--- src/design/nec_ir_frame_transmitter_defines.svh ---
// assertion macros for the frame transmitter core (nec_ir_core)
`ifndef NEC_IR_FRAME_TRANSMITTER_DEFINES_SVH
`define NEC_IR_FRAME_TRANSMITTER_DEFINES_SVH

`ifndef ASSERT_OFF

// clocked assertion, held off while reset is high
`define NEC_ASSERT(lbl, clk, rst, prop, msg) \
  lbl: assert property (@(posedge clk) disable iff (rst) prop) \
    else $error(msg);

// clocked assertion that also checks across reset
`define NEC_ASSERT_NR(lbl, clk, prop, msg) \
  lbl: assert property (@(posedge clk) prop) \
    else $error(msg);

`else

`define NEC_ASSERT(lbl, clk, rst, prop, msg)
`define NEC_ASSERT_NR(lbl, clk, prop, msg)

`endif

`endif

--- src/design/nec_ir_pkg.sv ---
`default_nettype none

package nec_ir_pkg;

  // frame shape
  localparam int WORD_W         = 32;
  localparam int BYTE_W         = 8;
  localparam int FRAME_BITS_DEF = 32;
  localparam int TIME_W         = 14;

  // segment timing in microsecond ticks
  localparam logic [TIME_W-1:0] LEAD_MARK      = TIME_W'(9000);
  localparam logic [TIME_W-1:0] LEAD_TOTAL     = TIME_W'(9000 + 4500);
  localparam logic [TIME_W-1:0] BIT_MARK       = TIME_W'(560);
  localparam logic [TIME_W-1:0] BIT_ZERO_TOTAL = TIME_W'(560 + 560);
  localparam logic [TIME_W-1:0] BIT_ONE_TOTAL  = TIME_W'(1680 + 560);
  localparam logic [TIME_W-1:0] STOP_MARK      = TIME_W'(300);
  localparam logic [TIME_W-1:0] STOP_TOTAL     = TIME_W'(600);

  // request codes
  localparam logic REQ_TICK  = 1'b0;
  localparam logic REQ_START = 1'b1;

  typedef enum logic [1:0] {
    PH_IDLE,
    PH_LEAD,
    PH_DATA,
    PH_STOP
  } phase_t;

  typedef struct packed {
    logic              req_type;
    logic [BYTE_W-1:0] command_byte;
    logic [BYTE_W-1:0] address_byte;
  } req_t;

  typedef struct packed {
    logic mark_on;
    logic busy_res;
    logic frame_done;
  } res_t;

endpackage

`default_nettype wire

--- src/design/nec_ir_ifs.sv ---
`default_nettype none

// request channel: ticks and frame starts
interface nec_ir_req_if;
  logic       valid;
  logic       ready;
  logic       req_type;
  logic [7:0] command_byte;
  logic [7:0] address_byte;

  modport source (output valid, output req_type, output command_byte,
                  output address_byte, input ready);
  modport sink (input valid, input req_type, input command_byte,
                input address_byte, output ready);
endinterface

// result channel: one envelope sample per request
interface nec_ir_res_if;
  logic valid;
  logic ready;
  logic mark_on;
  logic busy_res;
  logic frame_done;

  modport source (output valid, output mark_on, output busy_res,
                  output frame_done, input ready);
  modport sink (input valid, input mark_on, input busy_res,
                input frame_done, output ready);
endinterface

`default_nettype wire

--- src/design/nec_ir_frame_transmitter.sv ---
// NEC-style infrared frame transmitter, mark envelope only (no 38 kHz carrier).
// Every request is either a one-microsecond tick or a frame start carrying a
// command byte and an address byte; every request yields exactly one result
// with the envelope level for that microsecond, a busy flag and a frame-done
// strobe. A frame is a 9000 us mark, a 4500 us space, then FRAME_BITS bits of
// {command, ~command, address, ~address} MSB first (560 us mark, bit length
// 1120 us for a 0 or 2240 us for a 1), then a 300 us mark and a 300 us space.
// A start that arrives while a frame is going out is answered but ignored.
// Throughput is one request per clock unless the sink stalls; each request
// passes the request register and then the result register, with the frame
// state updated as a request leaves the request register. While a stalled sink
// holds a result in the result register, the request register still takes
// one more request, after which req.ready stays low until the sink takes it.
`default_nettype none

module nec_ir_frame_transmitter
  import nec_ir_pkg::*;
#(
  parameter int FRAME_BITS = FRAME_BITS_DEF
) (
  input wire            clk,
  input wire            rst,
  nec_ir_req_if.sink    req,
  nec_ir_res_if.source  res
);

  // request register
  logic s1_valid;
  req_t s1_item;
  logic s1_adv;

  // result register
  logic out_valid;
  res_t out_res;
  res_t core_res;

  // the request register moves on whenever the result register is free or
  // is being emptied by a transfer in the same cycle
  assign s1_adv    = s1_valid && (!out_valid || res.ready);
  assign req.ready = !s1_valid || s1_adv;

  always_ff @(posedge clk) begin
    if (rst) begin
      s1_valid <= 1'b0;
    end else if (req.ready) begin
      s1_valid <= req.valid;
    end
  end

  // payload only, no reset needed
  always_ff @(posedge clk) begin
    if (req.valid && req.ready) begin
      s1_item <= '{req_type:     req.req_type,
                   command_byte: req.command_byte,
                   address_byte: req.address_byte};
    end
  end

  // frame state and envelope logic; state steps once per request
  nec_ir_core #(
    .FRAME_BITS (FRAME_BITS)
  ) u_core (
    .clk    (clk),
    .rst    (rst),
    .step   (s1_adv),
    .item   (s1_item),
    .result (core_res)
  );

  always_ff @(posedge clk) begin
    if (rst) begin
      out_valid <= 1'b0;
    end else if (s1_adv) begin
      out_valid <= 1'b1;
    end else if (res.ready) begin
      out_valid <= 1'b0;
    end
  end

  always_ff @(posedge clk) begin
    if (s1_adv) begin
      out_res <= core_res;
    end
  end

  assign res.valid      = out_valid;
  assign res.mark_on    = out_res.mark_on;
  assign res.busy_res   = out_res.busy_res;
  assign res.frame_done = out_res.frame_done;

endmodule

`default_nettype wire

--- src/design/nec_ir_core.sv ---
`default_nettype none
`include "nec_ir_frame_transmitter_defines.svh"

module nec_ir_core
  import nec_ir_pkg::*;
#(
  parameter int FRAME_BITS = FRAME_BITS_DEF
) (
  input  wire  clk,
  input  wire  rst,
  input  wire  step,
  input  req_t item,
  output res_t result
);

  localparam int CNT_W = $clog2(FRAME_BITS + 1);

  phase_t                  phase, phase_next;
  logic [TIME_W-1:0]       time_count, time_count_next;
  logic [FRAME_BITS-1:0]   shift_word, shift_word_next;
  logic [CNT_W-1:0]        bits_left, bits_left_next;
  logic                    current_bit, current_bit_next;

  logic                    active;
  logic [TIME_W-1:0]       mark_len;
  logic [TIME_W-1:0]       seg_total;
  logic [TIME_W-1:0]       time_inc;
  logic                    seg_end;
  logic [WORD_W-1:0]       load_word;

  assign active    = (phase == PH_LEAD) || (phase == PH_DATA) || (phase == PH_STOP);
  assign time_inc  = time_count + TIME_W'(1);
  assign seg_end   = (time_inc >= seg_total);
  assign load_word = {item.command_byte, ~item.command_byte,
                      item.address_byte, ~item.address_byte};

  // segment lengths of the current phase
  always_comb begin
    case (phase)
      PH_LEAD: begin
        mark_len  = LEAD_MARK;
        seg_total = LEAD_TOTAL;
      end
      PH_DATA: begin
        mark_len  = BIT_MARK;
        seg_total = current_bit ? BIT_ONE_TOTAL : BIT_ZERO_TOTAL;
      end
      PH_STOP: begin
        mark_len  = STOP_MARK;
        seg_total = STOP_TOTAL;
      end
      default: begin
        mark_len  = STOP_MARK;
        seg_total = STOP_TOTAL;
      end
    endcase
  end

  // next state
  always_comb begin
    phase_next       = phase;
    time_count_next  = time_count;
    shift_word_next  = shift_word;
    bits_left_next   = bits_left;
    current_bit_next = current_bit;
    if (item.req_type == REQ_START) begin
      if (!active) begin
        shift_word_next  = load_word[WORD_W-1 -: FRAME_BITS];
        bits_left_next   = CNT_W'(FRAME_BITS);
        current_bit_next = 1'b0;
        time_count_next  = '0;
        phase_next       = PH_LEAD;
      end
    end else if (active) begin
      time_count_next = time_inc;
      if (seg_end) begin
        time_count_next = '0;
        if (phase == PH_STOP) begin
          phase_next = PH_IDLE;
        end else if (bits_left == '0) begin
          phase_next = PH_STOP;
        end else begin
          current_bit_next = shift_word[FRAME_BITS-1];
          shift_word_next  = {shift_word[FRAME_BITS-2:0], 1'b0};
          bits_left_next   = bits_left - CNT_W'(1);
          phase_next       = PH_DATA;
        end
      end
    end
  end

  // envelope sample for this request
  always_comb begin
    result = '0;
    if (item.req_type == REQ_START) begin
      result.busy_res = 1'b1;
    end else if (active) begin
      result.busy_res   = 1'b1;
      result.mark_on    = (time_count < mark_len);
      result.frame_done = seg_end && (phase == PH_STOP);
    end
  end

  always_ff @(posedge clk) begin
    if (rst) begin
      phase       <= PH_IDLE;
      time_count  <= '0;
      shift_word  <= '0;
      bits_left   <= '0;
      current_bit <= 1'b0;
    end else if (step) begin
      phase       <= phase_next;
      time_count  <= time_count_next;
      shift_word  <= shift_word_next;
      bits_left   <= bits_left_next;
      current_bit <= current_bit_next;
    end
  end

  `NEC_ASSERT_NR(a_reset_idle, clk, rst |=> phase == PH_IDLE, "phase not idle after reset")
  `NEC_ASSERT(a_done_to_idle, clk, rst, step && result.frame_done |=> phase == PH_IDLE, "frame end did not return to idle")
  `NEC_ASSERT(a_start_loads, clk, rst, step && item.req_type == REQ_START && phase == PH_IDLE |=> phase == PH_LEAD && bits_left == CNT_W'(FRAME_BITS), "start from idle did not load a frame")
  `NEC_ASSERT(a_idle_count_zero, clk, rst, phase == PH_IDLE |-> time_count == '0, "segment timer running while idle")
  `NEC_ASSERT(a_hold_no_step, clk, rst, !step |=> $stable(phase) && $stable(time_count), "state moved without a request")

endmodule

`default_nettype wire

--- src/flat_wrapper.sv ---
// flat-port wrapper written by rule: the top's interface ports become plain ports
module nec_ir_frame_transmitter_flat import nec_ir_pkg::*;
#(
  parameter int FRAME_BITS = FRAME_BITS_DEF
)
  (clk, rst, req_valid, req_req_type, req_command_byte, req_address_byte, req_ready, res_valid, res_mark_on, res_busy_res, res_frame_done, res_ready);
  nec_ir_req_if req_i ();
  nec_ir_res_if res_i ();
  input wire clk;
  input wire rst;
  input wire logic [$bits(req_i.valid)-1:0] req_valid;
  input wire logic [$bits(req_i.req_type)-1:0] req_req_type;
  input wire logic [$bits(req_i.command_byte)-1:0] req_command_byte;
  input wire logic [$bits(req_i.address_byte)-1:0] req_address_byte;
  output wire logic [$bits(req_i.ready)-1:0] req_ready;
  output wire logic [$bits(res_i.valid)-1:0] res_valid;
  output wire logic [$bits(res_i.mark_on)-1:0] res_mark_on;
  output wire logic [$bits(res_i.busy_res)-1:0] res_busy_res;
  output wire logic [$bits(res_i.frame_done)-1:0] res_frame_done;
  input wire logic [$bits(res_i.ready)-1:0] res_ready;
  assign req_i.valid = req_valid;
  assign req_i.req_type = req_req_type;
  assign req_i.command_byte = req_command_byte;
  assign req_i.address_byte = req_address_byte;
  assign req_ready = req_i.ready;
  assign res_valid = res_i.valid;
  assign res_mark_on = res_i.mark_on;
  assign res_busy_res = res_i.busy_res;
  assign res_frame_done = res_i.frame_done;
  assign res_i.ready = res_ready;
  nec_ir_frame_transmitter #(.FRAME_BITS(FRAME_BITS)) u_core (.clk(clk), .rst(rst), .req(req_i), .res(res_i));
endmodule
--- config.mk ---
export PLATFORM = sky130hd
export DESIGN_NAME = nec_ir_frame_transmitter_flat
export DESIGN_NICKNAME = d
export VERILOG_FILES = /design/src/design/nec_ir_pkg.sv /design/src/design/nec_ir_ifs.sv /design/src/design/nec_ir_frame_transmitter.sv /design/src/design/nec_ir_core.sv /design/src/flat_wrapper.sv
export VERILOG_INCLUDE_DIRS = /design/src /design/src/design
export SDC_FILE = /design/constraint.sdc
export NUM_CORES = 1
export LEC_CHECK = 0
export BUFFER_PORTS_ARGS = -buffer_cell sky130_fd_sc_hd__buf_4
export CAP_MARGIN = 10
export CORE_UTILIZATION = 40
export DETAILED_ROUTE_END_ITERATION = 8
export PLACE_DENSITY = 0.55
export SETUP_SLACK_MARGIN = 0.2
export SLEW_MARGIN = 20
export SYNTH_ARGS = -nofsm -noshare
export SYNTH_HDL_FRONTEND = slang
export SYNTH_SLANG_ARGS = --single-unit
--- constraint.sdc ---
create_clock -name clk -period 3.15 [get_ports clk]
set_input_delay 0.1575 -clock clk [delete_from_list [all_inputs] [get_ports clk]]
set_output_delay 0.1575 -clock clk [all_outputs]
set_load 0.02 [all_outputs]
==> impl_results.md, run 1 <==
- Status: finished, final reports clean
- ANT nets after route: 0
- Cell Rows: 37
- Synth Warn #: 0
- Delay-heaviest family, CP: compound AO/OA/AOI/OAI gates
- GRT Util Overall: 21.0%
- Leakage power: 0.00224 µW
- Reg2reg start: u_core.u_core.time_count[0]
- Unrepaired setup endpoints after global routing: true
- First-pass DRT Iterations: 4
- Worst setup SP type: flop
- DRC errors left: 0
- Routed via count: 3627
- Initial antenna violation count: 0
- Worst-path cell chain: nand4_1, nor3_4, and3_4, buf_6, xor2_2, ha_1, a21o_1, a21o_1, a21oi_4, o211ai_4, o211ai_4, buf_6, clkbuf_16, mux2i_1
- Max FO, Critical Path: 5
- CTS tree: yes
- Reg2Reg Depth: 14
- WS Path Type: flop to flop
- # diodes: 0
- First-pass GRT wire length: 18000 µm
- Post-synth EDFFs: 20
- Reg2reg setup slack: 0.16 ns
- Total global routing overflow: 0
- Most used DFF post-synth: dfxtp_1
- Sequential-to-total area share from yosys stat: 40.8%
- Critical path's slowest cell: dfxtp_2
- Period minus WS final: 2.99 ns
- Die area: 11100 µm²
- CTS Buffer Depth: 2
- Gpl congestion: 0.805
- Setup TNS: 0 ns
- VDD IR max: 0.000381 V
- Setup crit end: u_core.u_core.shift_word[2]
- R2R Path End: u_core.u_core.shift_word[2]
- Via/cell ratio: 5.50
- Final period utilization: 94.9%
- Syn nets: 491
- Vert. Die Dim: 105 µm
- Slew @ Worst Pin: 0.867 ns
- Slew Limit Fails: 0
- Latest clock arrival within the worst-skew pair: 0.36 ns
- Top Ports: 26
- CTS Buf Count: 9
- Total routed wirelength: 11100 µm
- Layout area overhead: 29.8%
- Clock-pin slew on the worst setup and hold paths: 0.08 ns
- Layout cells sized above 1: 27.5%
- Instance count on the critical path: 14
- Max_cap viols: 0
- Power Total: 1930 µW
- H-Tree Level Count: 3
- Final #Nets: 566
- Largest net degree at the start of global routing: 54
- I/O Buffers: 25
- #FFs+latches synth: 77
- Critical Path Max Stage Delay: 0.36 ns
- Syn Area/Cell: 9.61 µm²
- Fmax: 334 MHz
- Core Area: 10300 µm²
- Worst Hold Class: input port to flop
- Final setup fails: 0
- Initial DRC Count: 168
- Cell Pwr Density: 348 nW/µm²
- Die Wd: 105 µm
- Mapped Area: 4270 µm²
- Detail Placement HPWL: 6940 µm
- Worst setup EP type: flop
- Crit path buffers/inverters: 3
- Post-synth ARST share: 0%
- Max Clock Skew: 0.00630 ns
- Hold Vio Cnt, Final: 0
- Distinct cells, synth: 63
- Worst EP required: 3.45 ns
- Post-Synthesis Cells: 444
- Max-Slew Margin vs Limit: 42.2%
- Initial Util: 41.3%
- CTS root buf: clkbuf_8
- Worst Setup SP: u_core.u_core.time_count[0]
- Critical Path AT: 3.29 ns
- Vias in the first global route: 3646
- Clock sinks: 77
- Post-DR wirelength/cell: 16.8 µm
area by class of cell:
cell class	count	area, µm²
Clock inverter	5	35.0
Clock buffer	11	131
Inverter	31	116
Timing Repair Buffer	94	917
Sequential cell	77	1760
Fill cell	940	4780
Tap cell	136	170
Multi-Input combinational cell	306	2410
through the flow:
step	std cells	setup slack, ns	utilization (%)	area [µm²]	hold slack (ns)
6_report	660	0.160	53.7	5540	0.0921
5_1_grt	660	0.00361	53.7	5540	0.112
4_1_cts	651	0.180	50.9	5260	0.0730
3_5_place_dp	606	0.00521	45.9	4730	0.337
3_3_place_gp	606	0.0281	45.9	4730	0.336
2_1_floorplan	444	0.198	-	4290	0.256
power by group:
group	total, µW	leakage, µW	switching (µW)	internal, µW
logic	219	0.00149	124	95.1
clock network	655	0.0000837	367	288
registers	1050	0.000659	13.1	1040
total	1930	0.00224	504	1420
worst min path at each step:
stage | depth (start not counted) | slack [ns] | endpoint | from
finish | 4 | 0.09 | u_core.res.valid | res_ready
global route | 4 | 0.11 | u_core.res.valid | res_ready
CTS | 4 | 0.07 | u_core.res.valid | res_ready
detailed placement | 1 | 0.34 | u_core.s1_item[15] | req_command_byte[7]
global placement | 1 | 0.34 | u_core.s1_item[9] | req_command_byte[1]
floorplan | 0 | 0.26 | u_core.s1_item[0] | req_address_byte[0]
cells in the mapped netlist (all sizes together), types with 7 or more instances:
| master | instances | area, µm² |
|---|---|---|
| nor2b | 7 | 43.8 |
| inv | 30 | 113 |
| a21oi | 7 | 46.3 |
| nand3 | 24 | 125 |
| xnor2 | 7 | 61.3 |
| o41ai | 9 | 78.8 |
| ha | 26 | 325 |
| nand2 | 46 | 173 |
| dfxtp | 57 | 1140 |
| nor3 | 8 | 40.0 |
| nor2 | 27 | 101 |
| mux2i | 15 | 150 |
| buf | 12 | 88.8 |
| o21ai | 22 | 114 |
| edfxtp | 20 | 601 |
| clkbuf | 18 | 67.6 |
| a22o | 8 | 70.1 |
| o211ai | 18 | 163 |
| a221oi | 17 | 218 |
layout by cell type, fill, tap and decap left out, drive strengths merged, types with 2 or more instances in the layout:
cell type    count
a211oi           3
a21o             5
a21oi            7
a221oi          17
a22o             8
a31o             3
a31oi            3
a32o             3
a32oi            3
and2             4
and3             5
and4             3
buf             72
clkbuf          15
clkinv           4
dfxtp           57
dlygate4sd3     18
edfxtp          20
ha              26
inv             31
mux2i           15
nand2           46
nand2b           3
nand3           24
nand4            5
nor2            27
nor2b            7
nor3             8
nor4             3
o211ai          18
o21a             2
o21ai           22
o41ai            9
xnor2            7
xor2             4
per-layer routing:
layer / track usage [%] / up-vias / share of wire [%]
met3: 4.89 / 17 / 3.3
met1: 24.7 / 1743 / 43
met5: 0 / - / 0
met2: 37.4 / 68 / 52
li1: - / 1799 / -
met4: 6.84 / 0 / 1.7
cell families (layout without fill, tap and decap cells):
group                      Yosys count  in the layout  share of synthesized area (%)
adders and majority gates           26             26                           7.62
xor gates and xnor gates            11             11                           2.26
DFF                                 77             77                           40.8
and+or+nand+nor                    140            140                           16.6
buffers and inverters               61            141                           6.39
muxes                               15             15                           3.52
AOI/OAI and AO/OA                  114            114                           22.8
tightest hold or removal path, stage by stage:
cell,delay (ns)
buf_4,0.08
nor2b_1,0.05
nor2_1,0.08
nor2_1,0.04
sequential cells by signal, indices dropped and copies added (netlist names), 2 cells and up:
register	count
u_core.u_core.bits_left	6
u_core.u_core.phase	2
u_core.u_core.time_count	14
u_core.s1_item	17
u_core.u_core.shift_word	32
repair_timing:
item | 4_1_cts | 5_1_grt
resized for setup | 15 | 27
setup buffers | 9 | 5
hold buffers | 18 | 0
cloned | 2 | 4
endpoints found under the hold margin | 18 | 0
pin swaps | 5 | 33
endpoints found under the setup margin | 47 | 52
No activity file was read; power rests on OpenSTA's default activity.
==> inputs of run 2 (changes only) <==
CORE_UTILIZATION = 50   (was 40)
PLACE_DENSITY = 0.65   (was 0.55)
SETUP_SLACK_MARGIN = 0.1   (was 0.2)
clock period = 2.85 ns   (was 3.15 ns; I/O delays follow)
==> impl_results.md, run 2 (synthesized netlist as in run 1, its figures left out) <==
- Failing checks: setup timing
- CTS tree: yes
- Most common cell after layout, fill and taps aside: buf_4
- Post-DP Area: 4880 µm² (+3.1%)
- Cell mode on critical path: o211ai_4
- WS Path Type: flop to flop
- GRT Util Overall: 24.3% (+3.3 points)
- Top Ports: 26 (unchanged)
- Finished Cell Area: 5530 µm² (-0.18%)
- Initial Util: 51.7% (+10 points)
- Top reg by flops: u_core.u_core.shift_word
- Setup TNS: -5.16 ns (-5.16 ns)
- Largest register FFs: 32 (unchanged)
- Critical Path Max Stage Delay: 0.38 ns (+0.02 ns)
- DRC errors left: 0 (unchanged)
- Final period utilization: 106% (+11 points)
- First-pass DRT Iterations: 4 (unchanged)
- Vert. Die Dim: 94.4 µm (-10%)
- I/O Buffers: 25 (unchanged)
- Slew Limit Fails: 0 (unchanged)
- Die area: 8910 µm² (-20%)
- Final WS setup: -0.163 ns (-0.323 ns)
- Final setup fails: 52 (+52)
- Latest clock arrival within the worst-skew pair: 0.37 ns (about the same)
- Status: finished, violations left
- First-pass GRT wire length: 16600 µm (-7.7%)
- Max Clock Skew: 0.0100 ns (+0.00370 ns)
- Cell Rows: 33 (-11%)
- Detail Placement HPWL: 6700 µm (-3.5%)
- Max-Slew Margin vs Limit: 46.8% (+4.6 points)
- Routed via count: 3626 (-0.028%)
- Cell Pwr Density: 395 nW/µm² (+13%)
- Worst setup EP type: flop
- ANT nets after route: 0 (unchanged)
- Most frequent cells in the layout: buf_4, dfxtp_1, nand2_1, inv_1, nor2_1
- Critical path's slowest cell: dfxtp_4
- Layout area overhead: 29.6%
- CTS Buf Count: 9 (unchanged)
- Via/cell ratio: 5.65 (+2.8%)
- Pre-CTS WS: -0.212 ns (-0.218 ns)
- Total global routing overflow: 0 (unchanged)
- Top Registers: u_core.u_core.shift_word: 32 flops, u_core.s1_item: 17 flops, u_core.u_core.time_count: 14 flops
- Period minus WS final: 3.01 ns (+0.0231 ns)
- Initial DRC Count: 171 (+1.8%)
- Slew @ Worst Pin: 0.798 ns (-0.0687 ns)
- Final #Nets: 579 (+2.3%)
- Die Wd: 94.4 µm (-10%)
- Fmax: 332 MHz (-0.77%)
- Initial antenna violation count: 0 (unchanged)
- Max_cap viols: 0 (unchanged)
- Unrepaired setup endpoints after global routing: true
- Worst-path cell chain: nand4_1, nor3_4, and3_4, nand3_4, xnor2_2, ha_1, and4_4, o21ai_2, a31o_2, buf_6, o211ai_4, o211ai_4, clkbuf_16, a221oi_2
- CTS root buf: clkbuf_8
- Hold Vio Cnt, Final: 0 (unchanged)
- Gpl congestion: 0.835 (+3.7%)
- Max FO, Critical Path: 11 (+6)
- Clock-pin slew on the worst setup and hold paths: 0.09 ns (about the same)
- Largest net degree at the start of global routing: 54 (unchanged)
- VDD IR max: 0.000276 V (-27%)
- Layout cells sized above 1: 29.2% (+1.8 points)
- # diodes: 0 (unchanged)
- Worst Hold Class: input port to flop
- Critical Path AT: 3.29 ns (about the same)
- Leakage power: 0.00227 µW (+1.6%)
- H-Tree Level Count: 3 (unchanged)
- Clock sinks: 77 (unchanged)
- Worst setup SP type: flop
- Core Area: 8260 µm² (-20%)
- Vias in the first global route: 3455 (-5.2%)
- Power Total: 2180 µW (+13%)
- Total routed wirelength: 10400 µm (-5.9%)
- Post-DR wirelength/cell: 16.3 µm (-3.3%)
- Worst EP required: 3.12 ns (-0.33 ns)
- CTS Buffer Depth: 2 (unchanged)
==> run 2: cell count changes in the layout (fill, tap and decap cells not counted), sizes merged <==
cell and change:
buf +16, clkbuf -5, inv +2, clkinv -1, clkinvlp +1
==> run 2: what timing repair did <==
| item | CTS | global route |
|---|---|---|
| gates cloned | 1 | 1 |
| setup endpoints to repair | 55 | 56 |
| resized for setup | 11 | 16 |
| endpoints found under the hold margin | 18 | 0 |
| pin swaps | 27 | 8 |
| hold buffers | 18 | 0 |
| setup buffers | 11 | 4 |
==> run 2: per-layer routing <==
metal / global-route usage, % / vias to the layer above / part of all wire, %
li1: - / 1822 / -
met1: 29.4 / 1726 / 43
met2: 43.0 / 65 / 52
met3: 3.95 / 13 / 3.6
met4: 9.10 / 0 / 1.1
met5: 0 / - / 0
==> run 2: area by class of cell <==
type                            count  area (µm²)
Sequential cell                    77        1750
Multi-Input combinational cell    306        2410
Tap cell                          105         131
Fill cell                         651        2730
Clock inverter                      7        56.3
Inverter                           31         116
Timing Repair Buffer              107         937
Clock buffer                        9         124
==> run 2: worst max-delay path: cells and delay by family (launching register included) <==
family                   cells  cell delay, ns
adder cells (fa/ha/maj)      1            0.31
AND/OR/NAND/NOR              5            0.87
buffers and inverters        2            0.35
AO/OA/AOI/OAI                5            0.84
flip-flops                   1            0.38
XOR/XNOR                     1            0.16
==> run 2: through the flow <==
step           util (%)  hold slack [ns]  cells
2_1_floorplan         -            0.241    444
3_3_place_gp       59.1            0.321    592
3_5_place_dp       59.1            0.322    592
4_1_cts            65.3           0.0803    638
5_1_grt            67.0            0.142    642
6_report           67.0           0.0930    642
==> run 2: path summary, 6_finish.rpt <==
| path | slack (ns) | to | depth (start not counted) | startpoint |
|---|---|---|---|---|
| worst max-delay path | -0.16 | u_core.u_core.shift_word[24] | 14 | u_core.u_core.time_count[0] |
| worst min-delay path | 0.09 | u_core.res.valid | 4 | res_ready |
| worst max register to register | -0.16 | u_core.u_core.shift_word[24] | 14 | u_core.u_core.time_count[0] |
| worst min register to register | 0.46 | u_core.u_core.shift_word[23] | 2 | u_core.u_core.shift_word[23] |
==> run 2: power by group <==
group          total (µW)  switching (µW)  internal [µW]  leakage [µW]
sequential           1160            13.5           1150      0.000659
combinational         232             132           99.3       0.00153
clock                 787             460            327     0.0000858
==> inputs of run 3 (changes only) <==
CTS_BUF_LIST = sky130_fd_sc_hd__clkbuf_8   (was not set)
PLACE_DENSITY = 0.71   (was 0.65)
==> impl_results.md, run 3 (synthesized netlist as in run 1, its figures left out) <==
- First-pass DRT Iterations: 4 (unchanged)
- Total routed wirelength: 10700 µm (+2.7%)
- Die Wd: 94.4 µm (unchanged)
- GRT Util Overall: 25.1% (+0.82 points)
- Critical path's slowest cell: dfxtp_2
- Initial Util: 51.7% (unchanged)
- ANT nets after route: 0 (unchanged)
- Crit path buffers/inverters: 2 (unchanged)
- Total global routing overflow: 0 (unchanged)
- Latest clock arrival within the worst-skew pair: 0.36 ns (about the same)
- Slew @ Worst Pin: 0.789 ns (-0.00910 ns)
- Core Area: 8260 µm² (unchanged)
- CTS tree: yes
- H-Tree Level Count: 3 (unchanged)
- Worst Hold Class: input port to flop
- Fmax: 330 MHz (-0.48%)
- Most frequent cells in the layout: buf_4, dfxtp_1, nand2_1, inv_1, nor2_1
- Layout cells sized above 1: 29.0% (-0.21 points)
- Max Clock Skew: 0.0164 ns (+0.00639 ns)
- Uppermost layer routed: met4
- Worst EP required: 3.11 ns (about the same)
- Routed via count: 3688 (+1.7%)
- Top reg by flops: u_core.u_core.shift_word
- Worst-path cell chain: nand4_1, nor3_4, and3_4, nand3_4, xnor2_2, ha_1, and4_4, o21ai_2, a31o_2, buf_6, o211ai_4, o211ai_4, buf_12, a221oi_1
- Die area: 8910 µm² (unchanged)
- Hold Vio Cnt, Final: 0 (unchanged)
- Top Ports: 26 (unchanged)
- CTS root buf: clkbuf_8
- Met3 Wirelength: 407 µm (+7.7%)
- WS Path Type: flop to flop
- Vias in the first global route: 3584 (+3.7%)
- Cell Pwr Density: 414 nW/µm² (+4.8%)
- Unrepaired setup endpoints after global routing: true
- Layout area overhead: 30.4%
- Largest register FFs: 32 (unchanged)
- Detail Placement HPWL: 6540 µm (-2.4%)
- Final #Nets: 576 (-0.52%)
- Max FO, Critical Path: 18 (+7)
- Leakage power: 0.00228 µW (+0.57%)
- Delay-heaviest family, CP: simple AND/OR/NAND/NOR gates
- DRC errors left: 0 (unchanged)
- Failing checks: setup timing
- I/O Buffers: 25 (unchanged)
- Fillers: 654 (+0.46%)
- First-pass GRT wire length: 17100 µm (+3.4%)
- Largest net degree at the start of global routing: 54 (unchanged)
- Reg2Reg Depth: 14 (unchanged)
- Period minus WS final: 3.03 ns (+0.0145 ns)
- Finished Cell Area: 5560 µm² (+0.63%)
- Critical Path AT: 3.29 ns (about the same)
- Initial DRC Count: 201 (+18%)
- Gpl congestion: 0.861 (+3.1%)
- Met1 wire length: 4610 µm (+2.0%)
- # diodes: 0 (unchanged)
- Clock-pin slew on the worst setup and hold paths: 0.10 ns (about the same)
- Status: finished, violations left
- Worst hold margin: 0.0794 ns (-0.0135 ns)
- Instance count on the critical path: 14 (unchanged)
- Max_cap viols: 0 (unchanged)
- Top Registers: u_core.u_core.shift_word: 32 flops, u_core.s1_item: 17 flops, u_core.u_core.time_count: 14 flops
- Max-Slew Margin vs Limit: 47.4% (+0.61 points)
- Metal2 WL: 5580 µm (+2.6%)
- CTS Buffer Depth: 2 (unchanged)
- Post-DR wirelength/cell: 16.8 µm (+3.2%)
- Worst setup EP type: flop
- Worst Hold Depth: 4 (unchanged)
- Final WS setup: -0.178 ns (-0.0145 ns)
- Vert. Die Dim: 94.4 µm (unchanged)
- Final period utilization: 106% (+0.51 points)
- Post-DP Area: 4850 µm² (-0.77%)
- Slew Limit Fails: 0 (unchanged)
- Cell mode on critical path: o211ai_4
- CTS Buf Count: 9 (unchanged)
- Cell Rows: 33 (unchanged)
- Final setup fails: 54 (+3.8%)
- Clock sinks: 77 (unchanged)
- VDD IR max: 0.000277 V (+0.19%)
- Most common cell after layout, fill and taps aside: buf_4
- Initial antenna violation count: 0 (unchanged)
- Via/cell ratio: 5.77 (+2.2%)
- Final Util: 67.4% (+0.42 points)
- Setup TNS: -5.58 ns (-0.418 ns)
- Critical Path Max Stage Delay: 0.37 ns (about the same)
- Worst setup SP type: flop
==> run 3: stage by stage <==
stage	worst slack (ns)	power, µW	cells
final	-0.178	2300	639
after global routing	-0.326	2380	639
after CTS	-0.122	2300	635
after detailed placement	-0.216	1380	587
after global placement	-0.154	1380	587
after floorplan	0.00412	1320	444
==> run 3: path summary, 6_finish.rpt <==
check / startpoint / end / slack (ns)
min reg2reg: u_core.u_core.shift_word[1] / u_core.u_core.shift_word[1] / 0.47
max reg2reg: u_core.u_core.time_count[0] / u_core.u_core.shift_word[31] / -0.18
min: res_ready / u_core.res.valid / 0.08
max: u_core.u_core.time_count[0] / u_core.u_core.shift_word[31] / -0.18
==> run 3: timing repair <==
item                                   4_1_cts  5_1_grt
endpoints found under the hold margin       18        0
pin swaps                                   18       12
hold buffers                                18        0
resized for setup                           12       15
gates cloned                                 1        2
buffers inserted                            13        2
setup endpoints to repair                   55       56
==> run 3: tightest hold or removal path, cell delays in order <==
cell and delay (ns):
buf_4 0.08, nor2b_1 0.06, nor2_1 0.09, nor2_1 0.04
==> run 3: power breakdown <==
part	internal, µW	switching [µW]	total, µW
Clock	428	477	905
Sequential	1150	13.5	1160
Combinational	96.9	135	232
Total	1680	626	2300
==> run 3: routing by layer <==
metal / vias to the layer above / track usage [%]
met4: 0 / 8.08
met1: 1780 / 30.6
li1: 1813 / -
met5: - / 0
met3: 11 / 4.43
met2: 84 / 44.6
==> run 3: cell type report <==
cell class / instances / area [µm²] / share of cell area, %
Sequential cell: 77 / 1750 / 31.5
Clock inverter: 7 / 88.8 / 1.60
Tap cell: 105 / 131 / 2.36
Clock buffer: 9 / 124 / 2.23
Timing Repair Buffer: 104 / 938 / 16.9
Multi-Input combinational cell: 306 / 2410 / 43.4
Inverter: 31 / 116 / 2.09
